**config.mk**
```make
export PLATFORM = sky130hd
export DESIGN_NAME = phau_out_fifo
export DESIGN_NICKNAME = d
export VERILOG_FILES = /design/src/design/phau_out_fifo.sv
export SDC_FILE = /design/constraint.sdc
export NUM_CORES = 1
export LEC_CHECK = 0
export ABC_AREA = 0
export BUFFER_PORTS_ARGS = -buffer_cell sky130_fd_sc_hd__buf_2
export CORE_MARGIN = 10
export CORE_UTILIZATION = 38
export DETAILED_ROUTE_END_ITERATION = 16
export GPL_TIMING_DRIVEN = 0
export PLACE_DENSITY_LB_ADDON = 0.15
export SETUP_SLACK_MARGIN = 0.1
export SYNTH_ARGS = -nofsm -noshare
export SYNTH_HDL_FRONTEND = slang
export SYNTH_SLANG_ARGS = --single-unit
```
**constraint.sdc**
```tcl
create_clock -name clk_i -period 2.8 [get_ports clk_i]
set_input_delay 0.14 -clock clk_i [delete_from_list [all_inputs] [get_ports clk_i]]
set_output_delay 0.14 -clock clk_i [all_outputs]
set_load 0.005 [all_outputs]
```
**src/design/phau_out_fifo.sv**
```systemverilog
// Two-entry result queue in front of the master port.
// Reports whether one more read may be started without overflowing.
`default_nettype none

module phau_out_fifo #(
  parameter int DATA_W = 32
) (
  input  wire logic              clk_i,
  input  wire logic              rst_ni,
  input  wire logic              push_i,
  input  wire logic [DATA_W-1:0] push_data_i,
  input  wire logic              pending_i,   // a push is due next edge
  output logic                   room_o,
  output logic                   valid_o,
  input  wire logic              ready_i,
  output logic      [DATA_W-1:0] data_o
);

  logic [DATA_W-1:0] slot_q [2];
  logic              wr_ptr_q, rd_ptr_q;
  logic [1:0]        count_q, count_d;
  logic              pop;
  logic [2:0]        occ;

  assign valid_o = (count_q != 2'd0);
  assign data_o  = slot_q[rd_ptr_q];
  assign pop     = valid_o && ready_i;
  assign occ     = 3'(count_q) + 3'(pending_i) - 3'(pop);
  assign room_o  = (occ < 3'd2);

  always_comb begin
    count_d = count_q;
    if (push_i && !pop) begin
      count_d = count_q + 2'd1;
    end else if (!push_i && pop) begin
      count_d = count_q - 2'd1;
    end
  end

  always_ff @(posedge clk_i) begin
    if (push_i) begin
      slot_q[wr_ptr_q] <= push_data_i;
    end
  end

  always_ff @(posedge clk_i or negedge rst_ni) begin
    if (!rst_ni) begin
      wr_ptr_q <= 1'b0;
      rd_ptr_q <= 1'b0;
      count_q  <= 2'd0;
    end else begin
      if (push_i) wr_ptr_q <= ~wr_ptr_q;
      if (pop)    rd_ptr_q <= ~rd_ptr_q;
      count_q <= count_d;
    end
  end

endmodule

`default_nettype wire

```
# [After elaboration in Yosys (flattened, before gate mapping)]
# Memory sizes are Yosys's and may differ from the RTL's.
# Cells that the tools add are included.
[totals] mem_bits_ro=0 out_inout_bits=34 n_memories=1 inputBits=37 register_bits=4 latchBits=0 elab_cells=22 ram_bits=64
[memory_table] memory="slot_q" depth=2 word_bits=32 read_ports=1 rd_ports_with_merged_regs=0 write_ports=1 line="19" text="logic [DATA_W-1:0] slot_q [2];"
[classes] magnitude_cmp=1 n_div=0 n_reduce_logical=7 n_mul=0 bitwise=2 addsub=4 eq_ne=0 shifts=0 mux=4
[op_table] cell="$mux 2" n=2
[op_table] cell="$reduce_bool 2->1" n=2
[op_table] cell="$add 2x1->3" n=1
[op_table] cell="$logic_and 1x1->1" n=3
[op_table] cell="$lt 3x2->1 const B" n=1
[op_table] cell="$sub 3x1->3" n=1
[op_table] cell="$add 2x1->2 const B" n=1
[op_table] cell="$logic_not 1->1" n=2
[op_table] cell="$mux 1" n=2
[op_table] cell="$not 1->1" n=2
[op_table] cell="$sub 2x1->2 const B" n=1

# [Logic depth before layout (Yosys ltp)]
# Gate-level depths: netlist of run 1.
[logic_depth] word_depth=5 mapped_depth=8 depth_no_buf=8

# [Worst setup path before layout of run 1]
# No wires, ideal clock.
[synth_path] path_kind="register to register" from="register wr_ptr_q" to="memory slot_q[0][0], enable pin" period_less_slack_ps=2266 path_buffers=0 arrival_time_ps=1841 stages_incl_launch_ff=2 slack_ps=534 path_cell_list="dfrtp_1 nor2b_1"
[synth_lines] item="start: declaration" line="20" text="logic wr_ptr_q, rd_ptr_q;"
[synth_lines] item="start signal: assignment" line="52" text="if (push_i) wr_ptr_q <= ~wr_ptr_q;"
[synth_lines] item="end: declaration" line="19"
# No word-level cell before the write port.

# [Worst setup path in the final report of run 1]
[layout_path] from="register count_q[0]" to="output room_o"
[layout_between] elab_chain_len=4
[layout_rtl] item="start: declaration" line="21" text="logic [1:0] count_q, count_d;"
[layout_rtl] item="start signal: assignment" line="54" text="count_q <= count_d;"
[layout_rtl] item="$reduce_bool 2->1" line="25" text="assign valid_o = (count_q != 2'd0);"
[layout_rtl] item="$logic_and 1x1->1" line="27" text="assign pop = valid_o && ready_i;"
[layout_rtl] item="named net pop" line="22" text="logic pop;"
[layout_rtl] item="$sub 3x1->3" line="28" text="assign occ = 3'(count_q) + 3'(pending_i) - 3'(pop);"
[layout_rtl] item="$lt 3x2->1" line="29" text="assign room_o = (occ < 3'd2);"
[layout_rtl] item="end: declaration" line="13" text="output logic room_o,"
# The timed path passes the listed nets, and every way through them passes these cells.

==> out/results.md, run 1 <==
## Run status
- result of the run: completed

## Critical path
- category of the worst setup path launch point: flop
- data required time at the worst endpoint: 2.66 ns
- delay contributed by the slowest stage of the critical path: 0.43 ns
- Bufs and invs on worst path: 2
- capturing element type of the critical path: primary output
- ordered cell list for the critical path: or2_1, nand2_2, inv_1, ha_1, nor2b_1, fa_1, xnor2_1, nor2_1, buf_2
- class of the most critical setup path: flop to primary output
- top cell family by delay on the critical path: adder cells
- biggest fanout along the worst timing path: 4
- slowest cell on the critical path: sky130_fd_sc_hd__dfrtp_1
- arrival time of the worst setup path: 2.25 ns

## Global routing
- first-pass GRT wire length: 8466 um
- antenna violations before repair: 0
- global route overflow: 0
- maximum number of pins on one net before global-route repair: 33
- total track usage: 9.964%
- number of global-route vias before repair: 1695

## Drt
- number of remaining DRC errors: 0
- sum of routed wire length over all layers: 5230 um
- total iterations of the first detailed-routing run: 3
- Antenna Nets Post-Route: 0
- post-DR wirelength/cell: 15.57 um
- via total after detailed routing: 1465
- via-per-instance ratio: 4.360
- violation count after the first detailed-route iteration: 16

## Final layout
- final cell count without fillers: 336
- post-layout instance area: 3682 um2
- area growth from synthesis to layout: 35.68%
- share of the core filled with cells: 53.61%
- number of fill cells: 563
- fraction of layout instances using a drive strength above 1: 49.58%
- final-stage net count: 277
- final antenna diode count: 0

## STA
- post-route worst setup slack: 0.4106 ns
- unrepaired setup endpoints after global routing: false
- Worst-Margin Slew: 0.9231 ns
- Slew Viols, Final: 0
- Hold Fails Final Rpt: 0
- final setup violation count: 0
- Setup TNS: 0 ns
- clk_skew: 0.005063 ns
- Max-slew headroom: 38.33%
- share of the clock period used by the worst path: 85.34%
- Max Clock Freq: 418.5 MHz
- minimum period implied by the final worst setup slack: 2.389 ns

## Logic synthesis
- flip-flop and latch count after synthesis: 68
- Mapped Nets: 164
- library cell occupying the most area in the post-synthesis netlist: sky130_fd_sc_hd__edfxtp_1
- Synth Cell Area: 2714 um2
- number of distinct library cells after synthesis: 16
- count of mapped cells out of synthesis: 124
- YS warnings: 0
- register area share after synthesis: 74.50%
- Synth area leaders: sky130_fd_sc_hd__edfxtp_1, sky130_fd_sc_hd__mux2_4, sky130_fd_sc_hd__dfrtp_1
- mean instance size in the synthesized netlist: 21.89 um2
- portion of synthesized cell area occupied by the leading cell type: 70.82%

## Power
- static power due to leakage: 1.507 nW
- Power Density: 904.3 nW/um2
- maximum VDD drop: 0.4672 mV

## Floorplan
- overall die width: 104.5 um
- die height: 104.5 um
- overall die area: 10920 um2
- ports placed on the boundary: 71
- # rows: 30
- core area: 6869 um2
- effective utilization at floorplan: 39.51%

## Hold path
- class of the tightest hold or removal check: input port to flop

## Clocking
- clock tree from TritonCTS: built
- number of clock buffers inserted by TritonCTS: 9
- Max H-tree Level: 3
- number of gates resized after CTS: 0
- library cell used as clock root buffer: sky130_fd_sc_hd__clkbuf_8
- clock-pin slew of the registers on the worst-case setup and hold paths: 0.07 ns
- worst skew pair latency: 0.32 ns
- clk sink count: 68
- Max clock buf depth: 2

## Placed design
- detailed placer's ending HPWL: 3541 um
- placed instance area: 3193 um2
- gpl congestion: 0.6809
- Buffers on Ports: 70
- worst slack, placed: 0.7251 ns
- Placed Cells: 290

## Run
- Max-cap violations: 0

-- Yosys cell counts (all sizes together) --
master and number:
buf 4, mux2 32, ha 2, nand2 1, xnor2 4, xor2 2, nor2 2, or2 1
dfrtp 4, inv 4, nor2b 2, and2 1, edfxtp 64, fa 1
-- per-layer routing --
layer	part of all wire (%)	vias up	global-route usage [%]
li1	-	693	-
met1	37	721	9.358
met2	55	43	18.04
met3	6.7	8	3.841
met4	1.6	0	5.666
met5	0	-	0
-- cells in the final DEF (no fill, tap or decap), drive strengths merged --
cell type | netlist | routed
clkbuf | 0 | 9
fa | 1 | 1
nor2 | 2 | 2
nand2 | 1 | 1
dfrtp | 4 | 4
dlygate4sd3 | 0 | 32
xor2 | 2 | 2
ha | 2 | 2
or2 | 1 | 1
nor2b | 2 | 2
xnor2 | 4 | 4
edfxtp | 64 | 64
mux2 | 32 | 32
clkinv | 0 | 4
buf | 4 | 74
and2 | 1 | 1
inv | 4 | 4
bufinv | 0 | 1
-- path summary, 6_finish.rpt --
path | depth (start not counted) | start | slack (ns) | endpoint
max | 9 | count_q[0]$_DFFE_PN0P_ | 0.41 | room_o
max reg2reg | 1 | wr_ptr_q$_DFFE_PN0P_ | 1.24 | slot_q[0][9]$_DFFE_PP_
min | 1 | push_data_i[26] | 0.03 | slot_q[1][26]$_DFFE_PP_
max in group asynchronous | 2 | rst_ni | 2.53 | rd_ptr_q$_DFFE_PN0P_
min reg2reg | 1 | wr_ptr_q$_DFFE_PN0P_ | 0.54 | wr_ptr_q$_DFFE_PN0P_
min in group asynchronous | 2 | rst_ni | 0.15 | count_q[0]$_DFFE_PN0P_
-- state kept, by name, indices dropped and copies added (netlist names) --
register,cells
slot_q,64
count_q,2
rd_ptr_q,1
wr_ptr_q,1
-- area by class of cell --
type / instances / area [um2] / area share, %
Sequential cell: 68 / 2022 / 54.91
Timing Repair Buffer: 102 / 670.6 / 18.21
Multi-Input combinational cell: 48 / 614.3 / 16.68
Clock buffer: 9 / 123.9 / 3.364
Tap cell: 96 / 120.1 / 3.262
Buffer: 4 / 71.32 / 1.937
Clock inverter: 5 / 45.04 / 1.223
Inverter: 4 / 15.01 / 0.4077
-- power breakdown --
group,switching (mW),internal [mW]
logic,0.512,0.682
registers,0.0706,1.36
clock network,0.315,0.389
-- metrics by stage --
| step | hold WS [ns] | total power, mW |
|---|---|---|
| global route | 0.01057 | 3.533 |
| global placement | -0.05303 | 2.595 |
| floorplan | -0.1556 | 2.237 |
| finish | 0.03188 | 3.330 |
| detailed placement | -0.04587 | 2.650 |
| CTS | 0.003650 | 3.407 |
-- kinds of logic (layout without fill, tap and decap cells) --
logic type / count (synthesis) / count (layout) / share of synthesized area (%)
flip-flops: 68 / 68 / 74.50
XOR/XNOR: 6 / 6 / 1.936
adder cells (fa/ha/maj): 3 / 3 / 1.660
multiplexers: 32 / 32 / 17.29
buffers and inverters: 8 / 124 / 3.181
AND/OR/NAND/NOR: 7 / 7 / 1.430
-- repair_timing --
action | in CTS | in global routing
buffers inserted | 0 | 0
endpoints found under the hold margin | 66 | 0
hold buffers | 32 | 0
No activity file was read; power rests on OpenSTA's default activity.
==> run 2, diff against run 1 <==
--- a/config.mk
+++ b/config.mk
@@ -12,6 +12,7 @@
 export DETAILED_ROUTE_END_ITERATION = 16
 export GPL_TIMING_DRIVEN = 0
 export PLACE_DENSITY_LB_ADDON = 0.15
+export REMOVE_ABC_BUFFERS = 1
 export SETUP_SLACK_MARGIN = 0.1
 export SYNTH_ARGS = -nofsm -noshare
 export SYNTH_HDL_FRONTEND = slang
==> out/results.md, run 2 (synthesis gave the netlist of run 1 again) <==
## STA
- Max-slew headroom: 36.75%
- Slew Viols, Final: 0
- minimum period implied by the final worst setup slack: 2.405 ns
- Setup TNS: 0 ns
- unrepaired setup endpoints after global routing: false
- Max Clock Freq: 415.9 MHz
- Hold Fails Final Rpt: 0
- clk_skew: 0.004208 ns
- share of the clock period used by the worst path: 85.88%
- final setup violation count: 0
- Worst-Margin Slew: 0.9468 ns

## Final layout
- number of flip-flops under the largest register name: 64
- number of fill cells: 591
- final-stage net count: 275
- fraction of layout instances using a drive strength above 1: 50.00%
- Most flops, register: slot_q
- most common cell after layout, fill and taps aside: sky130_fd_sc_hd__buf_2
- final antenna diode count: 0
- registers with the highest flip-flop counts: slot_q x64, count_q x2
- top library cells by usage in the layout, fill and taps aside: sky130_fd_sc_hd__buf_2, sky130_fd_sc_hd__edfxtp_1, sky130_fd_sc_hd__dlygate4sd3_1
- area growth from synthesis to layout: 35.64%
- final cell count without fillers: 336

## Global routing
- antenna violations before repair: 0
- first-pass GRT wire length: 8100 um
- total track usage: 9.438%
- global route overflow: 0
- maximum number of pins on one net before global-route repair: 33
- number of global-route vias before repair: 1579

## Placed design
- Buffers on Ports: 70
- gpl congestion: 0.6280
- Placed Cells: 287
- detailed placer's ending HPWL: 3475 um

## Floorplan
- ports placed on the boundary: 71
- # rows: 30
- die height: 104.5 um
- core area: 6869 um2
- overall die area: 10920 um2
- overall die width: 104.5 um
- effective utilization at floorplan: 39.51%

## Clocking
- Max clock buf depth: 2
- Max H-tree Level: 3
- worst skew pair latency: 0.33 ns
- setup fix buffers added after clock tree synthesis: 0
- clock tree from TritonCTS: built
- number of clock buffers inserted by TritonCTS: 9
- clk sink count: 68
- library cell used as clock root buffer: sky130_fd_sc_hd__clkbuf_8
- clock-pin slew of the registers on the worst-case setup and hold paths: 0.06 ns

## Critical path
- capturing element type of the critical path: primary output
- class of the most critical setup path: flop to primary output
- category of the worst setup path launch point: flop
- ordered cell list for the critical path: or2_1, nand2_2, inv_1, ha_1, nor2b_1, fa_1, nor2_1, buf_2
- slowest cell on the critical path: sky130_fd_sc_hd__dfrtp_1
- delay contributed by the slowest stage of the critical path: 0.44 ns
- biggest fanout along the worst timing path: 4
- arrival time of the worst setup path: 2.26 ns
- data required time at the worst endpoint: 2.66 ns

## Power
- static power due to leakage: 1.501 nW
- maximum VDD drop: 0.4964 mV
- Comb pwr share: 31.3%
- Net Sw Frac: 26.85%
- Power Density: 917.6 nW/um2
- portion of total power attributed to sequential cells: 44.0%
- design internal power: 2.471 mW
- Sw Pwr: 0.9069 mW
- Clock power frac: 24.7%

## Drt
- number of remaining DRC errors: 0
- via total after detailed routing: 1456
- post-DR wirelength/cell: 15.07 um
- Antenna Nets Post-Route: 0
- via-per-instance ratio: 4.333
- total iterations of the first detailed-routing run: 4
- sum of routed wire length over all layers: 5063 um
- violation count after the first detailed-route iteration: 25

## Run status
- result of the run: completed

## Hold path
- class of the tightest hold or removal check: input port to flop

## Run
- Max-cap violations: 0

## run 2: stage by stage
step | utilization, % | setup WS, ns | total power [mW] | area [um2] | hold WS [ns]
3_3_place_gp | 45.32 | -0.2690 | 2.524 | 3113 | -0.05325
2_1_floorplan | - | 0.5336 | 2.148 | 2643 | -0.1556
6_report | 53.59 | 0.3954 | 3.378 | 3681 | 0.04927
4_1_cts | 53.59 | 0.3664 | 3.452 | 3681 | 0.04391
5_1_grt | 53.59 | 0.2458 | 3.571 | 3681 | 0.04556
3_5_place_dp | 45.76 | 0.7455 | 2.566 | 3143 | -0.04502
## run 2: final timing paths
path | start | end | slack [ns] | depth (start not counted)
min in group asynchronous | rst_ni | count_q[1]$_DFFE_PN0P_ | 0.13 | 2
min | push_i | wr_ptr_q$_DFFE_PN0P_ | 0.05 | 2
max reg2reg | wr_ptr_q$_DFFE_PN0P_ | slot_q[0][15]$_DFFE_PP_ | 1.22 | 1
min reg2reg | count_q[0]$_DFFE_PN0P_ | count_q[0]$_DFFE_PN0P_ | 0.56 | 1
max | count_q[0]$_DFFE_PN0P_ | room_o | 0.40 | 8
max in group asynchronous | rst_ni | rd_ptr_q$_DFFE_PN0P_ | 2.53 | 2
## run 2: area by class of cell
class,instances,area [um2],area share (%)
repair buffers,104,700.7,19.03
well taps,96,120.1,3.263
inverters,4,15.01,0.4079
flip-flops and latches,68,2023,54.96
clock inverters,5,76.32,2.073
clock buffers,11,131.4,3.569
multi-input cells,48,614.3,16.69
## run 2: critical path: cells and delay by family (launching register included)
| family | cells | cell delay [ns] |
|---|---|---|
| flops | 1 | 0.44 |
| fa+ha+maj | 2 | 0.70 |
| buf+inv | 2 | 0.17 |
| simple gates | 4 | 0.61 |
## run 2: power by group through the flow
stage | logic, mW | registers [mW] | clock network (mW)
floorplan | 0.623 | 1.53 | 0
global placement | 0.955 | 1.57 | 0
detailed placement | 1.05 | 1.52 | 0
CTS | 1.09 | 1.49 | 0.867
global route | 1.15 | 1.52 | 0.906
finish | 1.06 | 1.49 | 0.835
## run 2: per-layer routing
layer | vias up | part of all wire (%) | global-route usage [%]
li1 | 698 | - | -
met1 | 707 | 40 | 9.902
met2 | 44 | 52 | 15.94
met3 | 7 | 7.1 | 4.647
met4 | 0 | 1.2 | 3.579
met5 | - | 0 | 0
## run 2: timing repair
action,4_1_cts,5_1_grt
endpoints found under the hold margin,68,0
hold buffers,33,0
gates resized for setup,0,0
==> run 3, diff against run 2 <==
--- a/config.mk
+++ b/config.mk
@@ -11,9 +11,10 @@
 export CORE_UTILIZATION = 38
 export DETAILED_ROUTE_END_ITERATION = 16
 export GPL_TIMING_DRIVEN = 0
-export PLACE_DENSITY_LB_ADDON = 0.15
+export PLACE_DENSITY = 0.58
 export REMOVE_ABC_BUFFERS = 1
 export SETUP_SLACK_MARGIN = 0.1
+export SLEW_MARGIN = 15
 export SYNTH_ARGS = -nofsm -noshare
 export SYNTH_HDL_FRONTEND = slang
 export SYNTH_SLANG_ARGS = --single-unit
==> out/results.md, run 3 (synthesis gave the netlist of run 1 again) <==
## Run status
- result of the run: completed

## STA
- share of the clock period used by the worst path: 84.53%
- Worst-Margin Slew: 0.8042 ns
- minimum period implied by the final worst setup slack: 2.367 ns
- Hold Fails Final Rpt: 0
- Setup TNS: 0 ns
- Max Clock Freq: 422.5 MHz
- Slew Viols, Final: 0
- Max-slew headroom: 46.39%
- unrepaired setup endpoints after global routing: false
- clk_skew: 0.007450 ns
- post-route worst setup slack: 0.4333 ns
- final setup violation count: 0
- final hold slack: 0.02141 ns

## Final layout
- final-stage net count: 275
- final cell count without fillers: 336
- top library cells by usage in the layout, fill and taps aside: sky130_fd_sc_hd__buf_2, sky130_fd_sc_hd__edfxtp_1, sky130_fd_sc_hd__dlygate4sd3_1
- fraction of layout instances using a drive strength above 1: 50.00%
- most common cell after layout, fill and taps aside: sky130_fd_sc_hd__buf_2
- area growth from synthesis to layout: 34.76%
- Most flops, register: slot_q
- number of fill cells: 585
- area taken by multi-input logic gates: 614.3 um2
- registers with the highest flip-flop counts: slot_q x64, count_q x2
- number of flip-flops under the largest register name: 64
- final antenna diode count: 0
- area used by sequential logic in the layout: 2023 um2
- share of the core filled with cells: 53.24%
- post-layout instance area: 3657 um2

## Drt
- total iterations of the first detailed-routing run: 2
- number of remaining DRC errors: 0
- sum of routed wire length over all layers: 5226 um
- via-per-instance ratio: 4.354
- violation count after the first detailed-route iteration: 25
- post-DR wirelength/cell: 15.55 um
- Antenna Nets Post-Route: 0
- via total after detailed routing: 1463

## Critical path
- RR Startpoint: wr_ptr_q$_DFFE_PN0P_
- capturing element type of the critical path: primary output
- biggest fanout along the worst timing path: 4
- cell count of the worst reg-to-reg path: 1
- capture instance of the worst register-to-register path: slot_q[1][0]$_DFFE_PP_
- class of the most critical setup path: flop to primary output
- arrival time of the worst setup path: 2.23 ns
- data required time at the worst endpoint: 2.66 ns
- setup slack of the worst register-to-register path: 1.29 ns
- category of the worst setup path launch point: flop

## Hold path
- class of the tightest hold or removal check: input port to flop
- Min-Delay Startpoint: push_data_i[6]
- Min-Delay Path Depth: 1
- Hold EP: slot_q[1][6]$_DFFE_PP_

## Power
- maximum VDD drop: 0.5754 mV
- Power Density: 883.3 nW/um2
- Power Total: 3.230 mW
- static power due to leakage: 1.486 nW

## Global routing
- grt met1 use: 10.92%
- global route overflow: 0
- antenna violations before repair: 0
- global routing usage on met3: 4.027%
- met2 layer usage reported by global route: 16.25%
- first-pass GRT wire length: 8459 um
- total track usage: 9.789%
- maximum number of pins on one net before global-route repair: 33
- number of global-route vias before repair: 1714
- gr busiest metal: met2

## Clocking
- hold buffer count at cts: 32
- number of clock buffers inserted by TritonCTS: 9
- setup fix buffers added after clock tree synthesis: 0
- number of gates resized after CTS: 0
- clock tree from TritonCTS: built
- worst skew pair latency: 0.32 ns
- clock-pin slew of the registers on the worst-case setup and hold paths: 0.07 ns
- Max clock buf depth: 2
- Max H-tree Level: 3
- library cell used as clock root buffer: sky130_fd_sc_hd__clkbuf_8
- clk sink count: 68

## Placed design
- detailed placer's ending HPWL: 3570 um
- gpl congestion: 0.6474
- Placed Cells: 288
- placed instance area: 3178 um2
- worst slack, placed: 0.7638 ns
- Buffers on Ports: 70

## Floorplan
- die height: 104.5 um
- effective utilization at floorplan: 39.51%
- overall die area: 10920 um2
- overall die width: 104.5 um
- core area: 6869 um2
- # rows: 30
- ports placed on the boundary: 71

## Run
- Max-cap violations: 0

run 3: cell count changes in the layout (fill, tap and decap cells not counted):
cell,previous run,this run
sky130_fd_sc_hd__clkinvlp_4,1,2
sky130_fd_sc_hd__buf_16,0,2
sky130_fd_sc_hd__bufinv_16,2,0
sky130_fd_sc_hd__buf_12,1,0
sky130_fd_sc_hd__clkbuf_1,2,1
sky130_fd_sc_hd__clkinv_1,1,3
sky130_fd_sc_hd__dlygate4sd3_1,33,32
run 3: worst max-delay path, stage by stage (launching register included):
cell	delay (ns)
sky130_fd_sc_hd__dfrtp_1	0.42
sky130_fd_sc_hd__or2_1	0.25
sky130_fd_sc_hd__nand2_2	0.10
sky130_fd_sc_hd__inv_1	0.05
sky130_fd_sc_hd__ha_1	0.27
sky130_fd_sc_hd__nor2b_1	0.16
sky130_fd_sc_hd__fa_1	0.44
sky130_fd_sc_hd__nor2_1	0.10
sky130_fd_sc_hd__buf_2	0.12
run 3: per-layer routing:
layer	routed length, um	share of wire, %
met4	36	0.69
met1	2245	43
met2	2654	51
met5	0	0
met3	290	5.5
run 3: layout make-up:
class / count / area share (%)
Tap cell: 96 / 3.284
Clock inverter: 6 / 0.8553
Clock buffer: 10 / 3.490
Timing Repair Buffer: 104 / 19.84
Inverter: 4 / 0.4105
Multi-Input combinational cell: 48 / 16.80
Sequential cell: 68 / 55.32
run 3: power by group:
group,switching (mW),internal [mW]
clock network,0.340,0.311
logic,0.436,0.646
registers,0.140,1.36
run 3: how the worst max path moves through the flow:
| stage | depth (start not counted) | startpoint | slack (ns) | to |
|---|---|---|---|---|
| 6_report | 8 | count_q[0]$_DFFE_PN0P_ | 0.43 | room_o |
| 5_1_grt | 8 | count_q[0]$_DFFE_PN0P_ | 0.28 | room_o |
| 4_1_cts | 8 | count_q[0]$_DFFE_PN0P_ | 0.39 | room_o |
| 3_5_place_dp | 8 | count_q[0]$_DFFE_PN0P_ | 0.76 | room_o |
| 3_3_place_gp | 1 | wr_ptr_q$_DFFE_PN0P_ | -0.26 | slot_q[0][28]$_DFFE_PP_ |
| 2_1_floorplan | 1 | wr_ptr_q$_DFFE_PN0P_ | 0.53 | slot_q[0][0]$_DFFE_PP_ |
